File: config.mk
export PLATFORM = sky130hd
export DESIGN_NAME = est_ram
export DESIGN_NICKNAME = d
export VERILOG_FILES = /design/src/rtl/est_ram.sv
export SDC_FILE = /design/constraint.sdc
export NUM_CORES = 1
export LEC_CHECK = 0
export ABC_CLOCK_PERIOD_IN_PS = 3700
export BUFFER_PORTS_ARGS = -buffer_cell sky130_fd_sc_hd__buf_2
export CORE_MARGIN = 10
export CORE_UTILIZATION = 50
export CTS_BUF_LIST = sky130_fd_sc_hd__clkbuf_8
export DETAILED_ROUTE_END_ITERATION = 16
export HOLD_SLACK_MARGIN = 0.05
export PLACE_DENSITY = 0.74
export SETUP_SLACK_MARGIN = 0.4
export SYNTH_ARGS = -nofsm -noshare
export SYNTH_HDL_FRONTEND = slang
export SYNTH_SLANG_ARGS = --single-unit
File: constraint.sdc
create_clock -name clk -period 3.7 [get_ports clk]
set_input_delay 0.185 -clock clk [delete_from_list [all_inputs] [get_ports clk]]
set_output_delay 0.185 -clock clk [all_outputs]
set_load 0.02 [all_outputs]
File: src/rtl/est_ram.sv
// Generic single-port RAM with registered read data.
// Standalone; no package use.
module est_ram #(
  parameter int WIDTH = 8,
  parameter int DEPTH = 16
) (
  input  logic                                   clk,
  input  logic                                   we,
  input  logic [((DEPTH > 1) ? $clog2(DEPTH) : 1)-1:0] addr,
  input  logic [WIDTH-1:0]                       wdata,
  output logic [WIDTH-1:0]                       rdata
);

  logic [WIDTH-1:0] mem [DEPTH];

  always_ff @(posedge clk) begin
    if (we) begin
      mem[addr] <= wdata;
    end
    rdata <= mem[addr];
  end

endmodule

==> results.md, run 1 <==
Yosys:
- The average footprint of a synthesized cell is ~22 sq um.
- The cell taking the most area after synthesis is sky130_fd_sc_hd__edfxtp_1.
- The synthesized net count is 244.
- Synthesis produced a netlist whose cell count is 230.
- In this run, synthesis inferred ~130 flip-flops with an integrated enable.
- Yosys printed 0 warnings.
- The cell area after synthesis is between 5000 and 6000 sq um.
- Synthesis instantiated 18 different standard cells from the library.
- The fraction of synthesis flops using an asynchronous set or reset pin is 0.
- The library cell with the highest instance count after synthesis is sky130_fd_sc_hd__edfxtp_1.
- By area the synthesized netlist is led by sky130_fd_sc_hd__edfxtp_1, sky130_fd_sc_hd__mux4_2, sky130_fd_sc_hd__dfxtp_1.
- Of the post-synthesis cell area, the dominant cell type holds 0.7585.
- The share of the Yosys chip area taken by registers is 0.7901.
- The register bit total from synthesis is 136.
- The commonest cells after synthesis are sky130_fd_sc_hd__edfxtp_1, sky130_fd_sc_hd__mux4_2, sky130_fd_sc_hd__a22oi_1.
- The most used flip-flop cell after synthesis is sky130_fd_sc_hd__edfxtp_1.

Global route:
- Summed over all layers, the global routing overflow is 0.
- The pin count of the biggest net entering global routing is 40.
- The number of antenna violations at the first check in global routing is 0.
- The via count of the first global-routing pass is 2,461.
- The first global-routing pass estimated between 10,000 and 15,000 microns of wire.
- For this run, the total global-route usage over all layers was measured as 0.1396.

Clock tree:
- The CTS H-tree depth is 4.
- The buffer count from post-CTS setup fixing is 0.
- At the later pin of the worst-skew pair, clock insertion delay measures 0.43 ns.
- The number of gates resized after CTS is 0.
- The root buffer cell is sky130_fd_sc_hd__clkbuf_8.
- The number of clock buffers added by TritonCTS is 17.
- After clock tree synthesis, the flow added hold-fix buffers numbering 0.
- The CTS tree is built.
- The sink count of the clock tree is between 100 and 150.
- The clock transition at the registers of the reported paths is approximately 0.070 ns.
- In this run the deepest clock path goes through 2 buffers.

Critical path:
- The required time at the endpoint of the critical path is around 4 ns.
- The category of the critical setup timing path is input port to flop.
- The sort of element at the end of the critical path is a flop.
- Traced cell by cell, the critical path runs through buf_2 > buf_4 > mux4_2 > a22oi_1 > nand2_1.
- STA classifies the critical path startpoint as an input port.
- In this run the worst path has a maximum fanout of 29.
- On the worst path, the slowest cell contributes a delay of 0.67 ns.
- Data on the critical path arrives at its endpoint at approximately 2.2 ns.
- The cell type of the slowest stage on the worst timing path is sky130_fd_sc_hd__buf_2.

Timing:
- The slew of the pin with the lowest slew margin is 1.186 ns.
- The achievable frequency is 0.5312 GHz.
- The tightest hold margin is 0.1475 ns.
- Setup repair after global routing left no endpoint under its margin.
- The headroom to the max-slew limit is 0.2031.
- In the finished design, the share of the clock period the worst path needs comes to 0.5088.
- The post-route clock skew is around 0.008 ns.
- The number of max-slew violations in the final report is 0.
- The hold violation total from the final report is 0.
- The total of endpoints with negative setup slack in the final report is 0.
- For the finished layout, the period the worst path requires is 1.882 ns.
- The setup slack of the critical path after layout is about 1.8 ns.
- The sum of negative setup slack is 0 ns.

Die:
- The die is 120.7 microns wide.
- The floorplan step defined a die boundary enclosing approximately 15,000 sq um.
- The initial cell density of the core is 0.5161.
- The die height is 120.7 microns.
- The area inside the core boundary is 9819 sq um.
- In this run the core area contains 36 standard-cell rows.
- The total I/O pin count is 22.

Status:
- The flow ran to the end, and the final reports show no timing, DRC or antenna violations.

Finish:
- The number of fill cells is 719.
- The final cell count without fillers is about 410.
- The share of layout cells above drive strength 1 is 0.3127.
- The signed area change from the synthesized netlist to the final layout is 13.80%.
- Summing all multi-input logic gate instances after layout gives approximately 1000 sq um.
- Registers take between 4000 and 5000 sq um.
- The antenna diode count is 0.
- For this run, the post-layout net count is ~280.

Power and ir drop:
- For this design the static power due to leakage is between 0.0015 and 0.002 uW.
- Dividing total power by cell area gives a power density of ~570 nW/um^2.
- Total power for the finished layout comes to 3289 uW.
- The peak ir drop on the vdd network is 0.2319 mV.

Placement:
- The post-place setup slack is 1.329 ns.
- Including well taps, the total number of placed cells is roughly 380.
- The final weighted congestion in routability-driven placement is between 0.7 and 0.8.
- The post-detailed-placement half-perimeter wirelength is 5989 microns.
- The quantity of I/O buffers inserted on ports is 21.

Drt:
- The detailed-route wire length is around 9500 microns.
- The average detailed-routed wire length per instance is 23.18 microns.
- The number of detailed-routing iterations run before antenna repair is 4.
- The per-cell via count in the routed design is roughly 5.7.
- The count of nets left with antenna violations once routing finished came out at 0.
- The DRC marker count from the first detailed-route iteration is slightly above 200.
- The DRC violation count after routing is 0.
- The number of vias in the routed layout is roughly 2,300.

Worst hold path:
- In this run the worst hold path is classified as input port to flop.

Run:
- The number of max-cap violations is 0.
[path summary, 6_finish.rpt]
kind | start | slack [ns] | end | cells after the start
hold / removal | wdata[3] | 0.15 | mem[2][3]$_DFFE_PP_ | 1
hold reg to reg | mem[1][6]$_DFFE_PP_ | 0.70 | rdata[6]$_DFF_P_ | 3
setup reg to reg | mem[15][0]$_DFFE_PP_ | 2.30 | rdata[0]$_DFF_P_ | 3
setup / recovery | addr[0] | 1.82 | rdata[2]$_DFF_P_ | 5
[report_power, final]
part	internal, uW	switching, uW
Clock	861	531
Combinational	62.7	105
Sequential	1720	9.64
Total	2640	645
[final cells by class]
cell class	count	area share
clock inverters	15	0.04014
repair buffers	24	0.02213
flip-flops and latches	136	0.6943
well taps	133	0.02886
multi-input cells	83	0.1740
clock buffers	17	0.04057
[metal layers]
metal | vias up | share of wire | global-route usage | routed length [microns]
met4 | 0 | 0.011 | 0.05505 | 102
met3 | 8 | 0.050 | 0.04328 | 469
li1 | 1025 | - | - | -
met1 | 1219 | 0.43 | 0.1786 | 4072
met5 | - | 0 | 0 | 0
met2 | 63 | 0.51 | 0.2185 | 4815
[cells by family (layout without fill, tap and decap cells)]
| kind of cell | Yosys count | after routing | share of synthesized area |
|---|---|---|---|
| AND/OR/NAND/NOR | 35 | 35 | 0.03210 |
| multiplexers | 32 | 32 | 0.1422 |
| AO/OA/AOI/OAI | 16 | 16 | 0.02370 |
| flip-flops | 136 | 136 | 0.7901 |
| buffers and inverters | 11 | 56 | 0.01185 |
[stage by stage]
stage | utilization | instance area [sq um]
finish | 0.5873 | 5767
global route | 0.5873 | 5767
CTS | 0.5873 | 5767
detailed placement | 0.5399 | 5301
global placement | 0.5399 | 5301
floorplan | - | 5067
[worst max-delay path, delay by kind of cell]
family / cells / cell delay (ns)
and+or+nand+nor: 1 / 0.10
AOI/OAI and AO/OA: 1 / 0.31
muxes: 1 / 0.54
buffers and inverters: 2 / 1.04
[flip-flops by register name (all words and copies together), names as in the netlist]
| register | count |
|---|---|
| mem | 128 |
| rdata | 8 |
[layout by cell type (no fill, tap or decap), drive strengths merged]
cell type	count
buf	24
clkbuf	17
nor2	13
nand3b	2
nand2b	2
nor2b	2
a22oi	16
clkinv	8
or3b	1
edfxtp	128
and2	1
nor3	4
bufinv	6
clkinvlp	1
nand3	1
nand2	9
dfxtp	8
mux4	32
No activity file was read; power rests on OpenSTA's default activity.
==> inputs of run 2 (changes only) <==
--- a/config.mk
+++ b/config.mk
@@ -5,7 +5,7 @@
 export SDC_FILE = /design/constraint.sdc
 export NUM_CORES = 1
 export LEC_CHECK = 0
-export ABC_CLOCK_PERIOD_IN_PS = 3700
+export ABC_CLOCK_PERIOD_IN_PS = 1900
 export BUFFER_PORTS_ARGS = -buffer_cell sky130_fd_sc_hd__buf_2
 export CORE_MARGIN = 10
 export CORE_UTILIZATION = 50
==> constraint.sdc (replaced) <==
create_clock -name clk -period 1.9 [get_ports clk]
set_input_delay 0.095 -clock clk [delete_from_list [all_inputs] [get_ports clk]]
set_output_delay 0.095 -clock clk [all_outputs]
set_load 0.02 [all_outputs]
==> results.md, run 2 (synthesized netlist as in run 1, its figures left out) <==
Global route:
- For this run, the total global-route usage over all layers was measured as 0.1388.
- Global routing finished with a remaining overflow of 0.
- For met1 alone, demand over resource in global routing was 0.1687.
- The met2 usage in global routing is 0.2261.
- The global routing stage identified its most utilized layer as met2.
- The first global-routing pass estimated about 15,000 microns of wire.
- The fraction of met3 tracks used by global routing is 0.03676.
- The via count of the first global-routing pass is roughly 2,600.
- The number of antenna violations at the first check in global routing is 0.
- Entering global routing, the biggest net connects 40 pins.

Clock tree:
- The root buffer cell is sky130_fd_sc_hd__clkbuf_8.
- Post-CTS repair changed the size of 0 cells.
- The clock reaches the later pin of the worst-skew pair after ~0.43 ns.
- The number of buffers inserted during clock tree synthesis is 17.
- The CTS H-tree depth is 4.
- Clock-pin slew was measured on the worst setup and hold paths at 0.07 ns.
- The sink count of the clock tree is roughly 140.
- The longest clock path from root to sink contains 2 buffers.
- In this run, post-CTS hold repair placed 7 buffers.
- The CTS tree is built.
- The buffer count from post-CTS setup fixing is 0.

Critical path:
- The worst setup path is launched from a flop.
- The delay contributed by the slowest stage of the critical path is roughly 0.47 ns.
- The highest net fanout along the worst path is 1.
- Walking the worst path, the cells encountered are mux4_2 > a22oi_1 > nand2_1.
- The cell class contributing the biggest share of worst-path delay is multiplexers.
- The sort of element at the end of the critical path is a flop.
- The combined buffer and inverter count along the critical path is 0.
- At the worst endpoint, the required time is 2.21 ns.
- The category of the critical setup timing path is flop to flop.
- The worst-case reg-to-reg path depth is 3.
- For the worst setup path, the data arrival time is 1.68 ns.
- The largest individual stage delay along the critical path comes from the cell sky130_fd_sc_hd__mux4_2.
- Counting buffers and inverters, the worst setup path is 3 cells deep.

Power and ir drop:
- The peak ir drop on the vdd network is a little over 0.4 mV.
- The total power density per cell area is just over 1000 nW/um^2.
- The total power is 6195 uW.
- The standby leakage power is approximately 0.0020 uW.

Drt:
- The count of nets left with antenna violations once routing finished came out at 0.
- The DRC violation count after routing is 0.
- The number of vias in the routed layout is approximately 2,400.
- After the first detailed-routing iteration, the DRC count stood at 208.
- The first detailed-routing pass took 6 iterations.
- The detailed-route wire length is 9572 microns.
- The average detailed-routed wire length per instance is 22.16 microns.
- Using the TritonRoute via totals, the vias-per-cell ratio works out to about 5.6.

Worst hold path:
- The worst hold path belongs to the class input port to flop.
- Along the worst hold path, the cell count comes to 1.

Timing:
- The final period demand of the worst path is ~1.4 ns.
- The hold violation total from the final report came to 0.
- Measured against its own limit, the worst slew margin works out to 0.5701.
- The total of endpoints with negative setup slack in the final report is 0.
- The number of max-slew violations in the final report is 0.
- The sum of negative setup slack is 0 ns.
- The slew of the pin with the lowest slew margin is 0.6436 ns.
- Setup repair after global routing left no endpoint under its margin.
- Of the available clock period, the critical path in the final layout requires 0.7250.
- The post-route clock skew is between 0.01 and 0.015 ns.
- Timing would allow up to about 0.73 GHz.

Finish:
- The antenna diode count is 0.
- The top cell types in the final layout, fill and taps aside, are sky130_fd_sc_hd__edfxtp_1, sky130_fd_sc_hd__mux4_2, sky130_fd_sc_hd__buf_2.
- For this run, the post-layout net count is between 300 and 400.
- Counting flops per register, the top entry is mem.
- The share of layout cells above drive strength 1 is 0.3445.
- The flip-flop count of the largest register, all copies and words added is 128.
- In the final layout, the registers with the most flip-flops are mem (128), rdata (8).
- Compared with the post-synthesis result, the final layout area differs by 17.58%.
- Counting the fill cells in the layout gives about 690.
- The library cell used most frequently in the layout, excluding fill and tap cells, is sky130_fd_sc_hd__edfxtp_1.

Placement:
- The count of buffers added on input and output ports is 21.
- Detailed placement finished with a half-perimeter wire length of about 5900 microns.
- The final weighted congestion in routability-driven placement is between 0.7 and 0.8.

Die:
- Measured along the x axis, the die boundary spans ~120 microns.
- The initial cell density of the core is 0.5161.
- The total area inside the core boundary comes to about 10000 sq um.
- Measured along the y axis, the die boundary spans between 100 and 150 microns.
- The total I/O pin count is 22.
- The overall die area is 14,560 sq um.
- Row generation in the floorplan step produced 36 rows.

Status:
- The flow ran to the end, and the final reports show no timing, DRC or antenna violations.

Run:
- The number of max-cap violations is 0.
==> run 2: area by class of cell <==
class	instances	area [sq um]	area share
clock inverter	12	160.2	0.02688
tap	133	166.4	0.02793
sequential	136	4004	0.6720
clock buffer	19	261.5	0.04389
timing repair buffer	49	357.8	0.06006
multi-input combinational	83	1008	0.1693
==> run 2: through the flow <==
step           cells  setup slack (ns)  hold WS, ns  instance area, sq um    util
2_1_floorplan    230            0.3669       0.1939                  5072       -
3_3_place_gp     394            0.3194       0.4857                  5466  0.5567
3_5_place_dp     394            0.3283       0.4991                  5466  0.5567
4_1_cts          432            0.5070      0.05163                  5958  0.6068
5_1_grt          432            0.4549      0.05895                  5958  0.6068
6_report         432            0.5224      0.06307                  5958  0.6068
==> run 2: per-layer routing <==
metal	vias to the layer above	wire, microns
li1	1075	-
met1	1237	3821
met2	73	5041
met3	13	541
met4	0	167
met5	-	0
==> run 2: path summary, 6_finish.rpt <==
kind / start / end / slack (ns)
worst max-delay path: mem[0][4]$_DFFE_PP_ / rdata[4]$_DFF_P_ / 0.52
worst min-delay path: wdata[4] / mem[2][4]$_DFFE_PP_ / 0.06
worst max register to register: mem[0][4]$_DFFE_PP_ / rdata[4]$_DFF_P_ / 0.52
worst min register to register: mem[14][7]$_DFFE_PP_ / rdata[7]$_DFF_P_ / 0.67
==> run 2: worst register-to-register path, cell delays in order (launching register included) <==
cell and delay, ns:
sky130_fd_sc_hd__edfxtp_1 0.38, sky130_fd_sc_hd__mux4_2 0.47, sky130_fd_sc_hd__a22oi_1 0.32, sky130_fd_sc_hd__nand2_1 0.09
==> run 2: power breakdown <==
part / switching [uW] / leakage [uW] / internal (uW) / total, uW
logic: 196 / 0.000545 / 145 / 341
clock network: 1010 / 0.000219 / 1470 / 2480
registers: 22.8 / 0.00122 / 3350 / 3370
total: 1230 / 0.00199 / 4970 / 6190
