File: src/rtl/est_pkg.sv
// Shared types, constants and the key-to-record map for the event storm throttle.
// Depends on nothing; the rtl files other than est_ram refer to it by scoped names.
package est_pkg;

  // Record store size and derived widths
  localparam int RECORDS = 256;
  localparam int KEYS = 256;
  localparam int IDX_W = (RECORDS > 1) ? $clog2(RECORDS) : 1;

  localparam int KEY_W = 8;
  localparam int TIME_W = 32;
  localparam int PASS_W = 16;
  localparam int LIMIT_W = 24;
  localparam int CNT_W = 32;
  localparam int ALU_W = 36;

  localparam int CFG_IDX_W = 4;
  localparam int CFG_DATA_W = 24;

  // Configuration register indexes
  localparam logic [CFG_IDX_W-1:0] REG_PASS_COUNT = CFG_IDX_W'(0);
  localparam logic [CFG_IDX_W-1:0] REG_TIME_LIMIT = CFG_IDX_W'(1);

  localparam logic [PASS_W-1:0] DEFAULT_PASS = PASS_W'(30);
  localparam logic [LIMIT_W-1:0] DEFAULT_LIMIT = LIMIT_W'(30);
  localparam logic [CNT_W-1:0] INITIAL_THRESHOLD = CNT_W'(10);

  // Result kinds
  localparam logic KIND_PASS = 1'b0;
  localparam logic KIND_NOTICE = 1'b1;

  typedef logic [IDX_W-1:0] idx_t;

  typedef struct packed {
    logic [KEY_W-1:0]  source_key;
    logic [TIME_W-1:0] event_time;
  } in_item_t;

  typedef struct packed {
    logic              kind;
    logic [KEY_W-1:0]  out_key;
    logic [CNT_W-1:0]  suppressed_total;
    logic [TIME_W-1:0] previous_time;
    logic              final_flag;
  } out_item_t;

  // One record of the store
  typedef struct packed {
    logic [TIME_W-1:0] last_seen;
    logic [TIME_W-1:0] last_report;
    logic [PASS_W-1:0] passed;
    logic [CNT_W-1:0]  threshold;
    logic [CNT_W-1:0]  suppressed;
    logic [TIME_W-1:0] stamp;
  } rec_t;

  localparam int REC_W = $bits(rec_t);

  typedef struct packed {
    logic             we;
    idx_t             addr;
    logic [REC_W-1:0] wdata;
  } ram_req_t;

  typedef struct packed {
    logic [ALU_W-1:0] a;
    logic [ALU_W-1:0] b;
    logic             sub;
  } alu_req_t;

  typedef struct packed {
    logic [ALU_W-1:0] sum;
    logic             cout;
  } alu_res_t;

  // Record reset: everything back to defaults except the stamp
  function automatic rec_t clear_rec(rec_t r);
    rec_t c;
    c = '0;
    c.threshold = INITIAL_THRESHOLD;
    c.stamp = r.stamp;
    return c;
  endfunction

  typedef idx_t key_map_t [KEYS];

  function automatic key_map_t build_key_map();
    key_map_t m;
    for (int i = 0; i < KEYS; i++) begin
      m[i] = idx_t'(i % RECORDS);
    end
    return m;
  endfunction

  // Key reduced modulo the record count, as a constant lookup
  localparam key_map_t KEY_MAP = build_key_map();

endpackage

File: src/rtl/est_seq.sv
// Sequencer: store clearing sweep, per-event record read-modify-write, result queue.
// Depends on est_pkg; drives est_alu and est_ram through request structs.
module est_seq (
  input  logic                          clk,
  input  logic                          rst,
  input  logic                          start,
  output logic                          busy,
  input  est_pkg::in_item_t             item,
  input  logic [est_pkg::PASS_W-1:0]    pass_count,
  input  logic [est_pkg::LIMIT_W-1:0]   time_limit,
  output est_pkg::ram_req_t             ram_req,
  input  logic [est_pkg::REC_W-1:0]     ram_rdata,
  output est_pkg::alu_req_t             alu_req,
  input  est_pkg::alu_res_t             alu_res,
  output logic                          result_valid,
  output est_pkg::out_item_t            result
);

  typedef enum logic [3:0] {
    S_CLEAR, S_IDLE, S_LOAD, S_GAP1, S_GAP2, S_CMP_PASS, S_INC_PASS,
    S_CMP_TH, S_MUL_TH, S_REP1, S_REP2, S_INC_SUPP, S_WRITE
  } state_t;

  state_t state;
  est_pkg::idx_t clr_cnt;
  est_pkg::idx_t idx;
  logic [est_pkg::KEY_W-1:0] key_r;
  logic [est_pkg::TIME_W-1:0] t_r;
  est_pkg::rec_t rec;
  logic [est_pkg::TIME_W-1:0] diff;
  logic gt;
  logic flushed;
  logic pend_valid;
  est_pkg::out_item_t pend;

  logic accept;
  logic over;
  logic emit;
  est_pkg::out_item_t emit_item;
  est_pkg::rec_t wr_rec;

  assign busy = (state != S_IDLE);
  assign accept = start && !busy;
  // diff > limit shows as a borrow of limit - diff
  assign over = gt && !alu_res.cout;

  always_comb begin
    wr_rec = rec;
    wr_rec.last_seen = t_r;
    wr_rec.stamp = t_r;
    ram_req.we = 1'b0;
    ram_req.addr = idx;
    ram_req.wdata = est_pkg::REC_W'(wr_rec);
    unique case (state)
      S_CLEAR: begin
        ram_req.we = 1'b1;
        ram_req.addr = clr_cnt;
        ram_req.wdata = est_pkg::REC_W'(est_pkg::clear_rec('0));
      end
      S_IDLE: ram_req.addr = est_pkg::KEY_MAP[item.source_key];
      S_WRITE: ram_req.we = 1'b1;
      default: ;
    endcase
  end

  always_comb begin
    alu_req = '0;
    unique case (state)
      S_GAP1: begin
        alu_req.a = est_pkg::ALU_W'(t_r);
        alu_req.b = est_pkg::ALU_W'(rec.last_seen);
        alu_req.sub = 1'b1;
      end
      S_REP1: begin
        alu_req.a = est_pkg::ALU_W'(t_r);
        alu_req.b = est_pkg::ALU_W'(rec.last_report);
        alu_req.sub = 1'b1;
      end
      S_GAP2, S_REP2: begin
        alu_req.a = est_pkg::ALU_W'(time_limit);
        alu_req.b = est_pkg::ALU_W'(diff);
        alu_req.sub = 1'b1;
      end
      S_CMP_PASS: begin
        alu_req.a = est_pkg::ALU_W'(rec.passed);
        alu_req.b = est_pkg::ALU_W'(pass_count);
        alu_req.sub = 1'b1;
      end
      S_INC_PASS: begin
        alu_req.a = est_pkg::ALU_W'(rec.passed);
        alu_req.b = est_pkg::ALU_W'(1);
      end
      S_CMP_TH: begin
        alu_req.a = est_pkg::ALU_W'(rec.suppressed);
        alu_req.b = est_pkg::ALU_W'(rec.threshold);
        alu_req.sub = 1'b1;
      end
      // 10 * th = 8 * th + 2 * th
      S_MUL_TH: begin
        alu_req.a = {1'b0, rec.threshold, 3'b000};
        alu_req.b = {3'b000, rec.threshold, 1'b0};
      end
      S_INC_SUPP: begin
        alu_req.a = est_pkg::ALU_W'(rec.suppressed);
        alu_req.b = est_pkg::ALU_W'(1);
      end
      default: ;
    endcase
  end

  always_comb begin
    emit = 1'b0;
    emit_item.kind = est_pkg::KIND_NOTICE;
    emit_item.out_key = key_r;
    emit_item.suppressed_total = rec.suppressed;
    emit_item.previous_time = rec.stamp;
    emit_item.final_flag = 1'b0;
    unique case (state)
      S_GAP2: emit = over && (rec.suppressed != '0);
      S_INC_PASS: begin
        emit = !flushed;
        emit_item.kind = est_pkg::KIND_PASS;
        emit_item.suppressed_total = '0;
      end
      S_MUL_TH: emit = 1'b1;
      S_REP2: emit = over;
      default: ;
    endcase
  end

  always_ff @(posedge clk) begin
    if (rst) begin
      state <= S_CLEAR;
      clr_cnt <= '0;
      result_valid <= 1'b0;
      pend_valid <= 1'b0;
    end else begin
      result_valid <= 1'b0;
      // one-deep queue: a result leaves once it is known whether another follows
      if (emit) begin
        if (pend_valid) begin
          result_valid <= 1'b1;
          result <= pend;
        end
        pend <= emit_item;
        pend_valid <= 1'b1;
      end
      unique case (state)
        S_CLEAR: begin
          clr_cnt <= clr_cnt + est_pkg::idx_t'(1);
          if (clr_cnt == est_pkg::idx_t'(est_pkg::RECORDS - 1)) begin
            state <= S_IDLE;
          end
        end
        S_IDLE: begin
          if (accept) begin
            idx <= est_pkg::KEY_MAP[item.source_key];
            key_r <= item.source_key;
            t_r <= item.event_time;
            flushed <= 1'b0;
            state <= S_LOAD;
          end
        end
        S_LOAD: begin
          rec <= est_pkg::rec_t'(ram_rdata);
          state <= S_GAP1;
        end
        S_GAP1, S_REP1: begin
          diff <= alu_res.sum[est_pkg::TIME_W-1:0];
          gt <= alu_res.cout && (alu_res.sum[est_pkg::TIME_W-1:0] != '0);
          state <= (state == S_GAP1) ? S_GAP2 : S_REP2;
        end
        S_GAP2: begin
          if (over) begin
            rec <= est_pkg::clear_rec(rec);
            flushed <= (rec.suppressed != '0);
          end
          state <= S_CMP_PASS;
        end
        S_CMP_PASS: begin
          state <= alu_res.cout ? S_CMP_TH : S_INC_PASS;
        end
        S_INC_PASS: begin
          rec.passed <= alu_res.sum[est_pkg::PASS_W-1:0];
          rec.last_report <= t_r;
          state <= S_WRITE;
        end
        S_CMP_TH: begin
          state <= alu_res.cout ? S_MUL_TH : S_REP1;
        end
        S_MUL_TH: begin
          rec.threshold <= (alu_res.sum[est_pkg::ALU_W-1:est_pkg::CNT_W] != '0) ? '1 :
                           alu_res.sum[est_pkg::CNT_W-1:0];
          rec.suppressed <= '0;
          rec.last_report <= t_r;
          state <= S_WRITE;
        end
        S_REP2: begin
          if (over) begin
            rec.suppressed <= '0;
            rec.last_report <= t_r;
            state <= S_WRITE;
          end else begin
            state <= S_INC_SUPP;
          end
        end
        S_INC_SUPP: begin
          rec.suppressed <= alu_res.sum[est_pkg::CNT_W-1:0];
          state <= S_WRITE;
        end
        S_WRITE: begin
          result_valid <= pend_valid;
          result <= pend;
          result.final_flag <= 1'b1;
          pend_valid <= 1'b0;
          state <= S_IDLE;
        end
        default: state <= S_CLEAR;
      endcase
    end
  end

`ifndef ASSERT_OFF
  a_idle_empty: assert property (@(posedge clk) disable iff (rst)
    !busy |-> !pend_valid)
    else $error("result left queued while idle");

  a_accept_load: assert property (@(posedge clk) disable iff (rst)
    accept |=> (state == S_LOAD))
    else $error("accepted event did not start a record read");

  a_final_at_end: assert property (@(posedge clk) disable iff (rst)
    (result_valid && result.final_flag) |-> ($past(state) == S_WRITE))
    else $error("final result sent before the record write");

  a_no_result_clear: assert property (@(posedge clk) disable iff (rst)
    (state == S_CLEAR) |-> (!result_valid && !pend_valid))
    else $error("result during store clearing");
`endif

endmodule

File: config.mk
export PLATFORM = sky130hd
export DESIGN_NAME = est_seq
export DESIGN_NICKNAME = d
export VERILOG_FILES = /design/src/rtl/est_pkg.sv /design/src/rtl/est_seq.sv
export SDC_FILE = /design/constraint.sdc
export NUM_CORES = 1
export LEC_CHECK = 0
export BUFFER_PORTS_ARGS = -buffer_cell sky130_fd_sc_hd__buf_2
export CORE_AREA = 2 2 244 246
export DETAILED_ROUTE_END_ITERATION = 8
export DIE_AREA = 0 0 246 248
export HOLD_SLACK_MARGIN = 0.12
export SYNTH_ARGS = -nofsm -noshare
export SYNTH_HDL_FRONTEND = slang
export SYNTH_SLANG_ARGS = --single-unit
export TNS_END_PERCENT = 1
File: constraint.sdc
create_clock -name clk -period 8.8 [get_ports clk]
set_clock_uncertainty 0.2 [all_clocks]
set_input_delay 0.44 -clock clk [delete_from_list [all_inputs] [get_ports clk]]
set_output_delay 0.44 -clock clk [all_outputs]
set_load 0.01 [all_outputs]
==> summary.md, run 1 <==
| Metric | Value |
|---|---|
| Run status | finished clean |
| RSZ-0062 raised after global routing | no |
| Post-synth top area cell | edfxtp_1 |
| R2r setup slk | about 4700 ps |
| Fraction of layout cells with a size suffix above 1 | 33.9% |
| Startpoint types | register |
| Largest net degree at the start of global routing | 122 |
| DRT iter0 DRCs | between 1000 and 1500 |
| Most frequent cell after synthesis | edfxtp_1 |
| Yosys top cell area share | approximately two thirds |
| GPL Wtd Cong | a little under 1 |
| Vias | 15300 |
| Yosys reg bits | 411 |
| Gr usage total | between 20% and 30% |
| Hold Path Stages | 2 |
| Post-route setup TNS | 0 ps |
| Antenna violations before repair | 10 |
| Total clock buffers created by CTS | 46 |
| Setup-failing EPs final | 0 |
| Clock Path Buffers | 3 |
| Clk_lat worst skew | 580 ps |
| Ports | 630 |
| Peak supply drop | 303 uV |
| Placement row count | slightly below 90 |
| PortBufs | 625 |
| Starting Density | about 31% |
| Syn Area/Cell | roughly 13 sq um |
| Reg2Reg Depth | 8 |
| Area Growth Syn to Fin | 43.1% |
| EDFF count, synth | roughly 400 |
| Synthesized cell area | ~18000 sq um |
| Slew @ Worst Pin | around 1300 ps |
| Final hold viol count | 0 |
| Worst min path class | in -> reg |
| Slew headroom | around 16% |
| DR pass1 iterations | 6 |
| Yosys warnings | 0 |
| Top_reg_cell synth | edfxtp_1 |
| Dpl cell area | about 22000 sq um |
| Worst hold path startpoint | rst |
| Fin crit period | approximately 4300 ps |
| Core Region | just under 60000 sq um |
| Critical path arrival | 3620 ps |
| Gr ovfl total | 0 |
| Max Freq | 235 MHz |
| Cells after Synth | about 1400 |
| Worst hold endpoint | clr_cnt[6]$_SDFFE_PP0P_ |
| First-pass GRT wire length | about 100000 microns |
| Hold Slack | ~200 ps |
| Antenna Nets Post-Route | 0 |
| Lkg Pwr | 10.6 nW |
| DR vias/cell | just over 5 |
| Max Slew Vio Count | 0 |
| Number of setup buffers added after CTS | 0 |
| Worst Setup End Kind | output port |
| Root Buffer Master | clkbuf_16 |
| Worst reg2reg startpoint | state[3]$_SDFFE_PP0P_ |
| NumNets Final | roughly 2500 |
| Crit path max fanout | 29 |
| Critical path required time | ~8200 ps |
| Final Cycle Share | approximately 48% |
| Number of fill cells | ~5500 |
| Max Cap Violations | 0 |
| Pwr Density | between 200 and 250 nW/um^2 |
| Critical path class | reg -> out |
| H-tree depth | 2 |
| CTS clock-pin slew for the worst setup and hold paths | 60 ps |
| Drt drc | 0 |
| Async SR Flop Fraction | 0% |
| Vias in the first global route | about 15000 |
| Clk sink count | around 400 |
| Routed WL | approximately 76000 microns |
| Dpl hpwl | between 50000 and 60000 microns |
| Overall die height | about 250 microns |
| WL/cell | ~25 microns |
| Top post-synthesis cells by count | 397 x edfxtp_1, 179 x and2_1, 94 x nand2_1 |
| Register area share after synthesis | 67.7% |
| Final instance area | about 26000 sq um |
| Die span in x | roughly 250 microns |
| Reg2reg end | rec[81]$_DFFE_PP_ |
| Die Area | slightly above 60000 sq um |
| CTS tree | built |
| Top cells by area, synth | edfxtp_1 66%, and2_1 6.2%, a22o_1 4.3%, a22oi_1 2.9%, buf_4 2.0% |
| Netlist cell types | between 60 and 70 |
## per-layer routing
metal | up-vias | share of wire (%) | track usage (%)
li1 | 6717 | - | -
met1 | 7566 | 40 | 31.0
met2 | 889 | 47 | 38.2
met3 | 150 | 9.1 | 5.64
met4 | 2 | 3.4 | 8.50
met5 | - | 0.015 | 0
## layout make-up
| class | count | area [sq um] | share of cell area, % |
|---|---|---|---|
| flip-flops and latches | 411 | 12200 | 47.3 |
| well taps | 773 | 967 | 3.75 |
| multi-input cells | 805 | 5170 | 20.0 |
| inverters | 5 | 18.8 | 0.0727 |
| clock buffers | 52 | 1170 | 4.55 |
| diodes | 6 | 15.0 | 0.0582 |
| repair buffers | 910 | 5920 | 22.9 |
| clock inverters | 31 | 343 | 1.33 |
## metrics by stage
step           power [mW]  worst slack [ps]  std cells  util, %
2_1_floorplan        3.45              1490       1354        -
3_3_place_gp         4.18              4830       2642     37.1
3_5_place_dp         4.18              4730       2642     37.1
4_1_cts              6.26              4530       2987     44.1
5_1_grt              6.49              4340       2990     44.1
6_report             6.23              4540       2993     44.2
## worst max-delay path, cell delays in order, from the launching register on
cell	delay (ps)
dfxtp_1	960
xnor2_1	220
nor3b_4	880
buf_4	500
a22o_1	200
a221o_1	130
buf_2	140
## kinds of logic (layout without fill, tap and decap cells)
group,Yosys count,count (layout),share of synthesized area (%)
adders and majority gates,1,1,0.0694
other,1,10,0.0208
and+or+nand+nor,519,519,15.7
muxes,9,9,0.499
DFF,411,411,67.7
AOI/OAI and AO/OA,265,265,11.3
buffers and inverters,138,998,4.45
xor gates and xnor gates,7,7,0.340
## state kept, by name, summed over array words and instances, names as in the netlist
name,cells
clr_cnt,8
t_r,32
gt,1
result,74
idx,8
flushed,1
diff,32
emit_item,32
pend,73
pend_valid,1
result_valid,1
state,4
rec,144
## where the power goes
part	switching (mW)	internal (mW)	leakage [nW]	total [mW]
clock network	0.827	1.14	0.736	1.97
registers	0.0989	2.26	3.69	2.36
logic	1.13	0.771	6.19	1.90
total	2.06	4.17	10.6	6.23
## cell usage in the layout (no fill, tap or decap), drive strengths merged, types with 9 or more instances in the layout
master / count
nor4: 21
a222oi: 18
and2: 179
a22oi: 70
mux2i: 9
buf: 648
o21ai: 10
nor2b: 40
dfxtp: 14
a22o: 88
clkbuf: 52
clkinv: 21
nand4: 16
nor2: 95
nand3: 39
dlygate4sd3: 262
nand2: 94
edfxtp: 397
a21oi: 55
nand2b: 11
## timing repair
| action | in CTS | in global routing |
|---|---|---|
| endpoints found under the hold margin | 250 | 0 |
| gates resized for setup | 0 | 0 |
| hold buffers | 262 | 0 |
## worst max path at each step
| stage | from | end | slack (ps) | cells after the start |
|---|---|---|---|---|
| 6_report | state[3]$_SDFFE_PP0P_ | alu_req[58] | 4540 | 6 |
| 2_1_floorplan | state[3]$_SDFFE_PP0P_ | pend[10]$_DFFE_PP_ | 1490 | 4 |
| 5_1_grt | state[0]$_SDFFE_PP0P_ | ram_req[3] | 4340 | 4 |
| 4_1_cts | state[3]$_SDFFE_PP0P_ | alu_req[58] | 4530 | 6 |
| 3_5_place_dp | state[0]$_SDFFE_PP0P_ | rec[48]$_DFFE_PP_ | 4730 | 4 |
| 3_3_place_gp | state[0]$_SDFFE_PP0P_ | rec[45]$_DFFE_PP_ | 4830 | 4 |
(Power assumes the default switching activity.)
==> inputs of run 2 (changes only) <==
clock period = 4.2 ns   (was 8.8 ns; I/O delays follow)
==> run 2 against run 1 <==
  * Final cell count is 2.8% higher
  * Combinational power is 120% higher
  * Critical path type unchanged
  * Clock-buffer cell count rose by 1
  * Via count increased by 2.8%
  * Clock power is 120% higher
==> summary.md, run 2 (same netlist as run 1, synthesis figures left out) <==
| Metric | Value |
|---|---|
| Setup-failing EPs final | 0 (unchanged) |
| DR pass1 iterations | 6 (unchanged) |
| Max Slew Vio Count | 0 (unchanged) |
| GPL Wtd Cong | 0.948 (-1.6%) |
| Critical path arrival | 3610 ps (about the same) |
| Reg2reg end | rec[42]$_DFFE_PP_ |
| Clk_lat worst skew | 580 ps (about the same) |
| Antenna violations before repair | 10 (unchanged) |
| Critical path class | reg -> out |
| Die Area | 61000 sq um (unchanged) |
| Worst Setup End Kind | output port |
| Critical path required time | 3790 ps (-4370 ps) |
| Worst hold endpoint | t_r[13]$_DFFE_PP_ |
| Sequential cell area | 12200 sq um (unchanged) |
| Lkg Pwr | 11.0 nW (+3.8%) |
| Clock Path Buffers | 3 (unchanged) |
| WL/cell | 25.2 microns (-0.35%) |
| Slew headroom | 26.7% (+10 points) |
| Fraction of layout cells with a size suffix above 1 | 33.6% (-0.25 points) |
| Met2 wire len | 36300 microns (+1.3%) |
| Placement row count | 89 (unchanged) |
| Vias in the first global route | 15700 (+4.6%) |
| CTS tree | built |
| Worst-path cell chain | nand2_1 -> a21oi_4 -> buf_4 -> a221o_1 -> buf_2 |
| Final design utilization | 45.8% (+1.6 points) |
| Resized Gates After CTS | 0 (unchanged) |
| Drt drc | 0 (unchanged) |
| Ports | 630 (unchanged) |
| Area of the multi-input gates | 5190 sq um (+0.29%) |
| Startpoint types | register |
| Fin crit period | 4020 ps |
| Non-filler instance count after layout | 3076 (+2.8%) |
| Total clock buffers created by CTS | 47 (+2.2%) |
| Hold Path Stages | 2 (unchanged) |
| R2r setup slk | 720 ps (-4010 ps) |
| Number of cells after detailed placement | 2659 (+0.64%) |
| Dpl hpwl | 54700 microns (+2.8%) |
| Overall die height | 248 microns (unchanged) |
| Clk sink count | 411 (unchanged) |
| RSZ-0062 raised after global routing | no |
| Largest registers | rec: 144 flops, result: 74 flops, pend: 73 flops |
| Met1 WL | 31200 microns (+2.6%) |
| Number of setup buffers added after CTS | 0 (unchanged) |
| Run status | finished clean |
| Root Buffer Master | clkbuf_16 |
| Top reg by flops | rec |
| NumNets Final | 2560 (+3.4%) |
| Overall power | 13.5 mW (+120%) |
| Worst path top cell family by delay | flip-flops |
| Number of fill cells | 5348 (-1.9%) |
| Max layer used | met5 |
| H-tree depth | 2 (unchanged) |
| Largest net degree at the start of global routing | 88 (-28%) |
| Commonest cells after routing, fill and taps aside | 625 x buf_2, 397 x edfxtp_1, 328 x dlygate4sd3_1 |
| Gr ovfl total | 0 (unchanged) |
| Final Cycle Share | 95.6% |
| DRT iter0 DRCs | 1413 (-0.42%) |
| CTS clock-pin slew for the worst setup and hold paths | 60 ps (about the same) |
| Max Freq | roughly 250 MHz |
| Critical path's largest stage delay | 1040 ps (+80 ps) |
| Starting Density | 30.9% (unchanged) |
| Gr usage total | 24.4% (+0.70 points) |
| Peak supply drop | 327 uV (+7.9%) |
| Routed WL | 77600 microns (+2.4%) |
| Slew @ Worst Pin | 1100 ps (-153 ps) |
| Worst reg2reg startpoint | state[1]$_SDFFE_PP0P_ |
| Slowest cell on the critical path | dfxtp_1 |
| Final hold viol count | 0 (unchanged) |
| Max Cap Violations | 0 (unchanged) |
| Worst hold path startpoint | item[13] |
| Reg2Reg Depth | 6 (-2) |
| Largest register FFs | 144 (unchanged) |
| Met3 wire length | 6970 microns (+0.75%) |
| Die span in x | 246 microns (unchanged) |
| Post-route setup TNS | 0 ps (unchanged) |
| Pwr Density | 503 nW/um^2 (+110%) |
| Antenna Nets Post-Route | 0 (unchanged) |
| Worst min path class | in -> reg |
| Core Region | 58500 sq um (unchanged) |
| First-pass GRT wire length | 107000 microns (+3.1%) |
| Most common cell after layout, fill and taps aside | buf_2 |
| Vias | 15800 (+2.8%) |
| Area Growth Syn to Fin | 48.3% |
| CP Buf/Inv Count | 2 (unchanged) |
| DR vias/cell | 5.12 (about the same) |
| PortBufs | 625 (unchanged) |
| Crit path max fanout | 28 (-3.4%) |
## run 2: cell count changes in the layout (fill, tap and decap cells not counted), sizes merged, moves of 2 or more
cell / delta
dlygate4sd3: +66
buf: +17
clkinv: -7
clkinvlp: +4
inv: +3
diode: -2
## run 2: worst max path at each step
stage,end,from,cells past startpoint,slack (ps)
after detailed placement,alu_req[53],state[1]$_SDFFE_PP0P_,5,890
after global placement,alu_req[53],state[0]$_SDFFE_PP0P_,5,920
after global routing,alu_req[53],state[1]$_SDFFE_PP0P_,5,150
after floorplan,pend[10]$_DFFE_PP_,state[3]$_SDFFE_PP0P_,4,-820
after CTS,alu_req[53],state[1]$_SDFFE_PP0P_,5,240
final,alu_req[53],state[1]$_SDFFE_PP0P_,5,180
## run 2: per-layer routing
metal	global-route usage, %	up-vias
li1	-	6876
met4	9.57	4
met5	0	-
met2	39.2	946
met1	31.6	7751
met3	6.12	178
## run 2: per-stage QoR
step,worst slack [ps],hold slack (ps),cell area (sq um)
floorplan,-823,109,18100
global placement,919,187,21900
detailed placement,894,188,21900
CTS,243,120,26700
global route,148,139,26700
finish,184,143,26800
## run 2: layout make-up
cell class | count | area share [%]
clock buffer | 53 | 4.56
timing repair buffer | 993 | 25.3
antenna | 4 | 0.0374
multi-input combinational | 805 | 19.4
inverter | 5 | 0.0702
clock inverter | 32 | 1.42
sequential | 411 | 45.6
tap | 773 | 3.62
## run 2: what timing repair did
action,CTS,global route
endpoints found under the setup margin,0,0
endpoints found under the hold margin,281,0
hold buffers,328,0
## run 2: power by group
part	switching, mW	total, mW	internal [mW]
combinational	2.48	4.27	1.79
sequential	0.181	4.91	4.73
clock	1.74	4.28	2.54
==> inputs of run 3 (changes only) <==
SETUP_SLACK_MARGIN = 0.3   (was default)
==> run 3 against run 2 <==
  * Combinational power hardly changed
  * Die area stayed put
  * Cell area is 0.62% higher
  * Critical path type unchanged
==> summary.md, run 3 (same netlist as run 1, synthesis figures left out) <==
| Metric | Value |
|---|---|
| Run status | finished clean |
| Largest registers | rec: 144 flops, result: 74 flops, pend: 73 flops |
| Most common cell after layout, fill and taps aside | buf_2 |
| DR pass1 iterations | 8 (+2) |
| Final WS setup | 502 ps (+318 ps) |
| Worst reg2reg startpoint | state[2]$_SDFFE_PP0P_ |
| Critical path endpoint | alu_req[44] |
| Clock Path Buffers | 3 (unchanged) |
| Antenna violations before repair | 13 (+3) |
| Root Buffer Master | clkbuf_16 |
| CP startpoint | state[2]$_SDFFE_PP0P_ |
| DP Worst Slack | 817 ps (-76.5 ps) |
| Pint | 9.08 mW (+0.27%) |
| GPL Wtd Cong | 0.934 (-1.5%) |
| Ports | 630 (unchanged) |
| Slowest cell on the critical path | dfxtp_1 |
| CTS tree | built |
| Final Cycle Share | 88.0% (-7.6 points) |
| PortBufs | 625 (unchanged) |
| Slew @ Worst Pin | 1160 ps (+58.3 ps) |
| First-pass GRT wire length | 108000 microns (+1.4%) |
| Commonest cells after routing, fill and taps aside | 625 x buf_2, 397 x edfxtp_1, 342 x dlygate4sd3_1 |
| R2r setup slk | 570 ps (-150 ps) |
| Top reg by flops | rec |
| CTS clock-pin slew for the worst setup and hold paths | 70 ps (about the same) |
| RSZ-0062 raised after global routing | no |
| Reg2Reg Depth | 5 (-1) |
| Worst min path class | in -> reg |
| Reg2reg end | rec[46]$_DFFE_PP_ |
| Overall die height | 248 microns (unchanged) |
| Area Growth Syn to Fin | 49.2% |
| Starting Density | 30.9% (unchanged) |
| Peak supply drop | 323 uV (-1.4%) |
| Critical path's largest stage delay | 970 ps (-70 ps) |
| Max Freq | 270 MHz (+8.6%) |
| Placement row count | 89 (unchanged) |
| Max Slew Vio Count | 0 (unchanged) |
| Clk sink count | 411 (unchanged) |
| Pwr Density | 503 nW/um^2 (about the same) |
| Largest net degree at the start of global routing | 74 (-16%) |
| Dpl hpwl | 55000 microns (+0.62%) |
| Worst Setup End Kind | output port |
| Core Region | 58500 sq um (unchanged) |
| DRT iter0 DRCs | 1532 (+8.4%) |
| Clk_lat worst skew | 600 ps (+20 ps) |
| Crit path depth | 6 (+1) |
| Gr ovfl total | 0 (unchanged) |
| Fraction of layout cells with a size suffix above 1 | 33.3% (-0.36 points) |
| Startpoint types | register |
| Final hold viol count | 0 (unchanged) |
| Total clock buffers created by CTS | 47 (unchanged) |
| WL/cell | 25.4 microns (+0.62%) |
| Sequential fraction of design power | 36.4% (about the same) |
| Number of fill cells | 5335 (-0.24%) |
| Largest register FFs | 144 (unchanged) |
| Final design utilization | 46.0% (+0.28 points) |
| Routed WL | 78400 microns (+1.0%) |
| Vias | 15900 (+0.63%) |
| Gate power share | 31.7% (about the same) |
| Number of cells after detailed placement | 2656 (-0.11%) |
| Number of setup buffers added after CTS | 0 (unchanged) |
| Vias in the first global route | 15700 (-0.13%) |
| Lkg Pwr | 11.1 nW (+0.68%) |
| DR vias/cell | 5.13 (+0.21%) |
| Slew headroom | 22.7% (-4.1 points) |
| Dpl cell area | 21900 sq um (about the same) |
| Critical path required time | 3790 ps (about the same) |
| Setup-failing EPs final | 0 (unchanged) |
| Gr usage total | 24.6% (+0.24 points) |
| Net Sw Power | 4.46 mW (+1.2%) |
| H-tree depth | 2 (unchanged) |
| Post-route setup TNS | 0 ps (unchanged) |
| Fin crit period | 3700 ps (-318 ps) |
| Critical path arrival | 3290 ps (-320 ps) |
| Die Area | 61000 sq um (unchanged) |
| Crit path max fanout | 24 (-14%) |
| Max Cap Violations | 0 (unchanged) |
| Worst path top cell family by delay | flip-flops |
| Worst-path cell chain | nand2b_2 -> a21oi_4 -> buf_4 -> nand2_1 -> nand4_1 -> buf_2 |
| Final instance area | 26900 sq um (+0.62%) |
| Sw frac | 32.9% (+0.21 points) |
| Non-filler instance count after layout | 3089 (+0.42%) |
| Drt drc | 0 (unchanged) |
| Antenna Nets Post-Route | 0 (unchanged) |
| CP Buf/Inv Count | 2 (unchanged) |
| Clk pwr share | 31.9% (about the same) |
| Critical path class | reg -> out |
| Die span in x | 246 microns (unchanged) |
| NumNets Final | 2571 (+0.43%) |
-- run 3: routing by layer --
layer	part of all wire, %	track usage [%]	vias up
li1	-	-	6909
met1	41	32.3	7837
met2	47	39.9	930
met3	8.5	5.83	165
met4	3.2	8.43	14
met5	0.091	0	-
-- run 3: worst min-delay path by stage --
stage / start / endpoint / slack [ps] / cells past startpoint
floorplan: alu_res[1] / diff[0]$_DFFE_PP_ / 110 / 0
global placement: item[18] / t_r[18]$_DFFE_PP_ / 190 / 1
detailed placement: item[19] / t_r[19]$_DFFE_PP_ / 190 / 1
CTS: item[22] / t_r[22]$_DFFE_PP_ / 120 / 2
global route: item[8] / t_r[8]$_DFFE_PP_ / 120 / 2
finish: item[8] / t_r[8]$_DFFE_PP_ / 140 / 2
-- run 3: layout make-up --
cell class	instances	area, sq um	area share (%)
sequential	411	12200	45.3
clock buffer	57	1230	4.59
timing repair buffer	1004	6920	25.7
inverter	5	18.8	0.0697
clock inverter	30	373	1.39
antenna	4	10.0	0.0372
multi-input combinational	805	5190	19.3
tap	773	967	3.59
-- run 3: repair_timing --
item | 4_1_cts | 5_1_grt
resized for setup | 0 | 2
endpoints found under the setup margin | 0 | 6
hold endpoints to repair | 283 | 0
hold buffers | 342 | 0
-- run 3: power by group through the flow --
stage,logic (mW),clock network [mW],registers (mW)
5_1_grt,4.61,4.54,4.94
3_3_place_gp,3.90,0,5.00
6_report,4.29,4.31,4.93
4_1_cts,4.29,4.39,4.93
3_5_place_dp,3.90,0,5.01
2_1_floorplan,2.36,0,4.87
-- run 3: stage by stage --
step / power, mW / hold WS, ps
global placement: 8.90 / 186
CTS: 13.6 / 120
detailed placement: 8.91 / 188
finish: 13.5 / 144
floorplan: 7.23 / 109
global route: 14.1 / 121
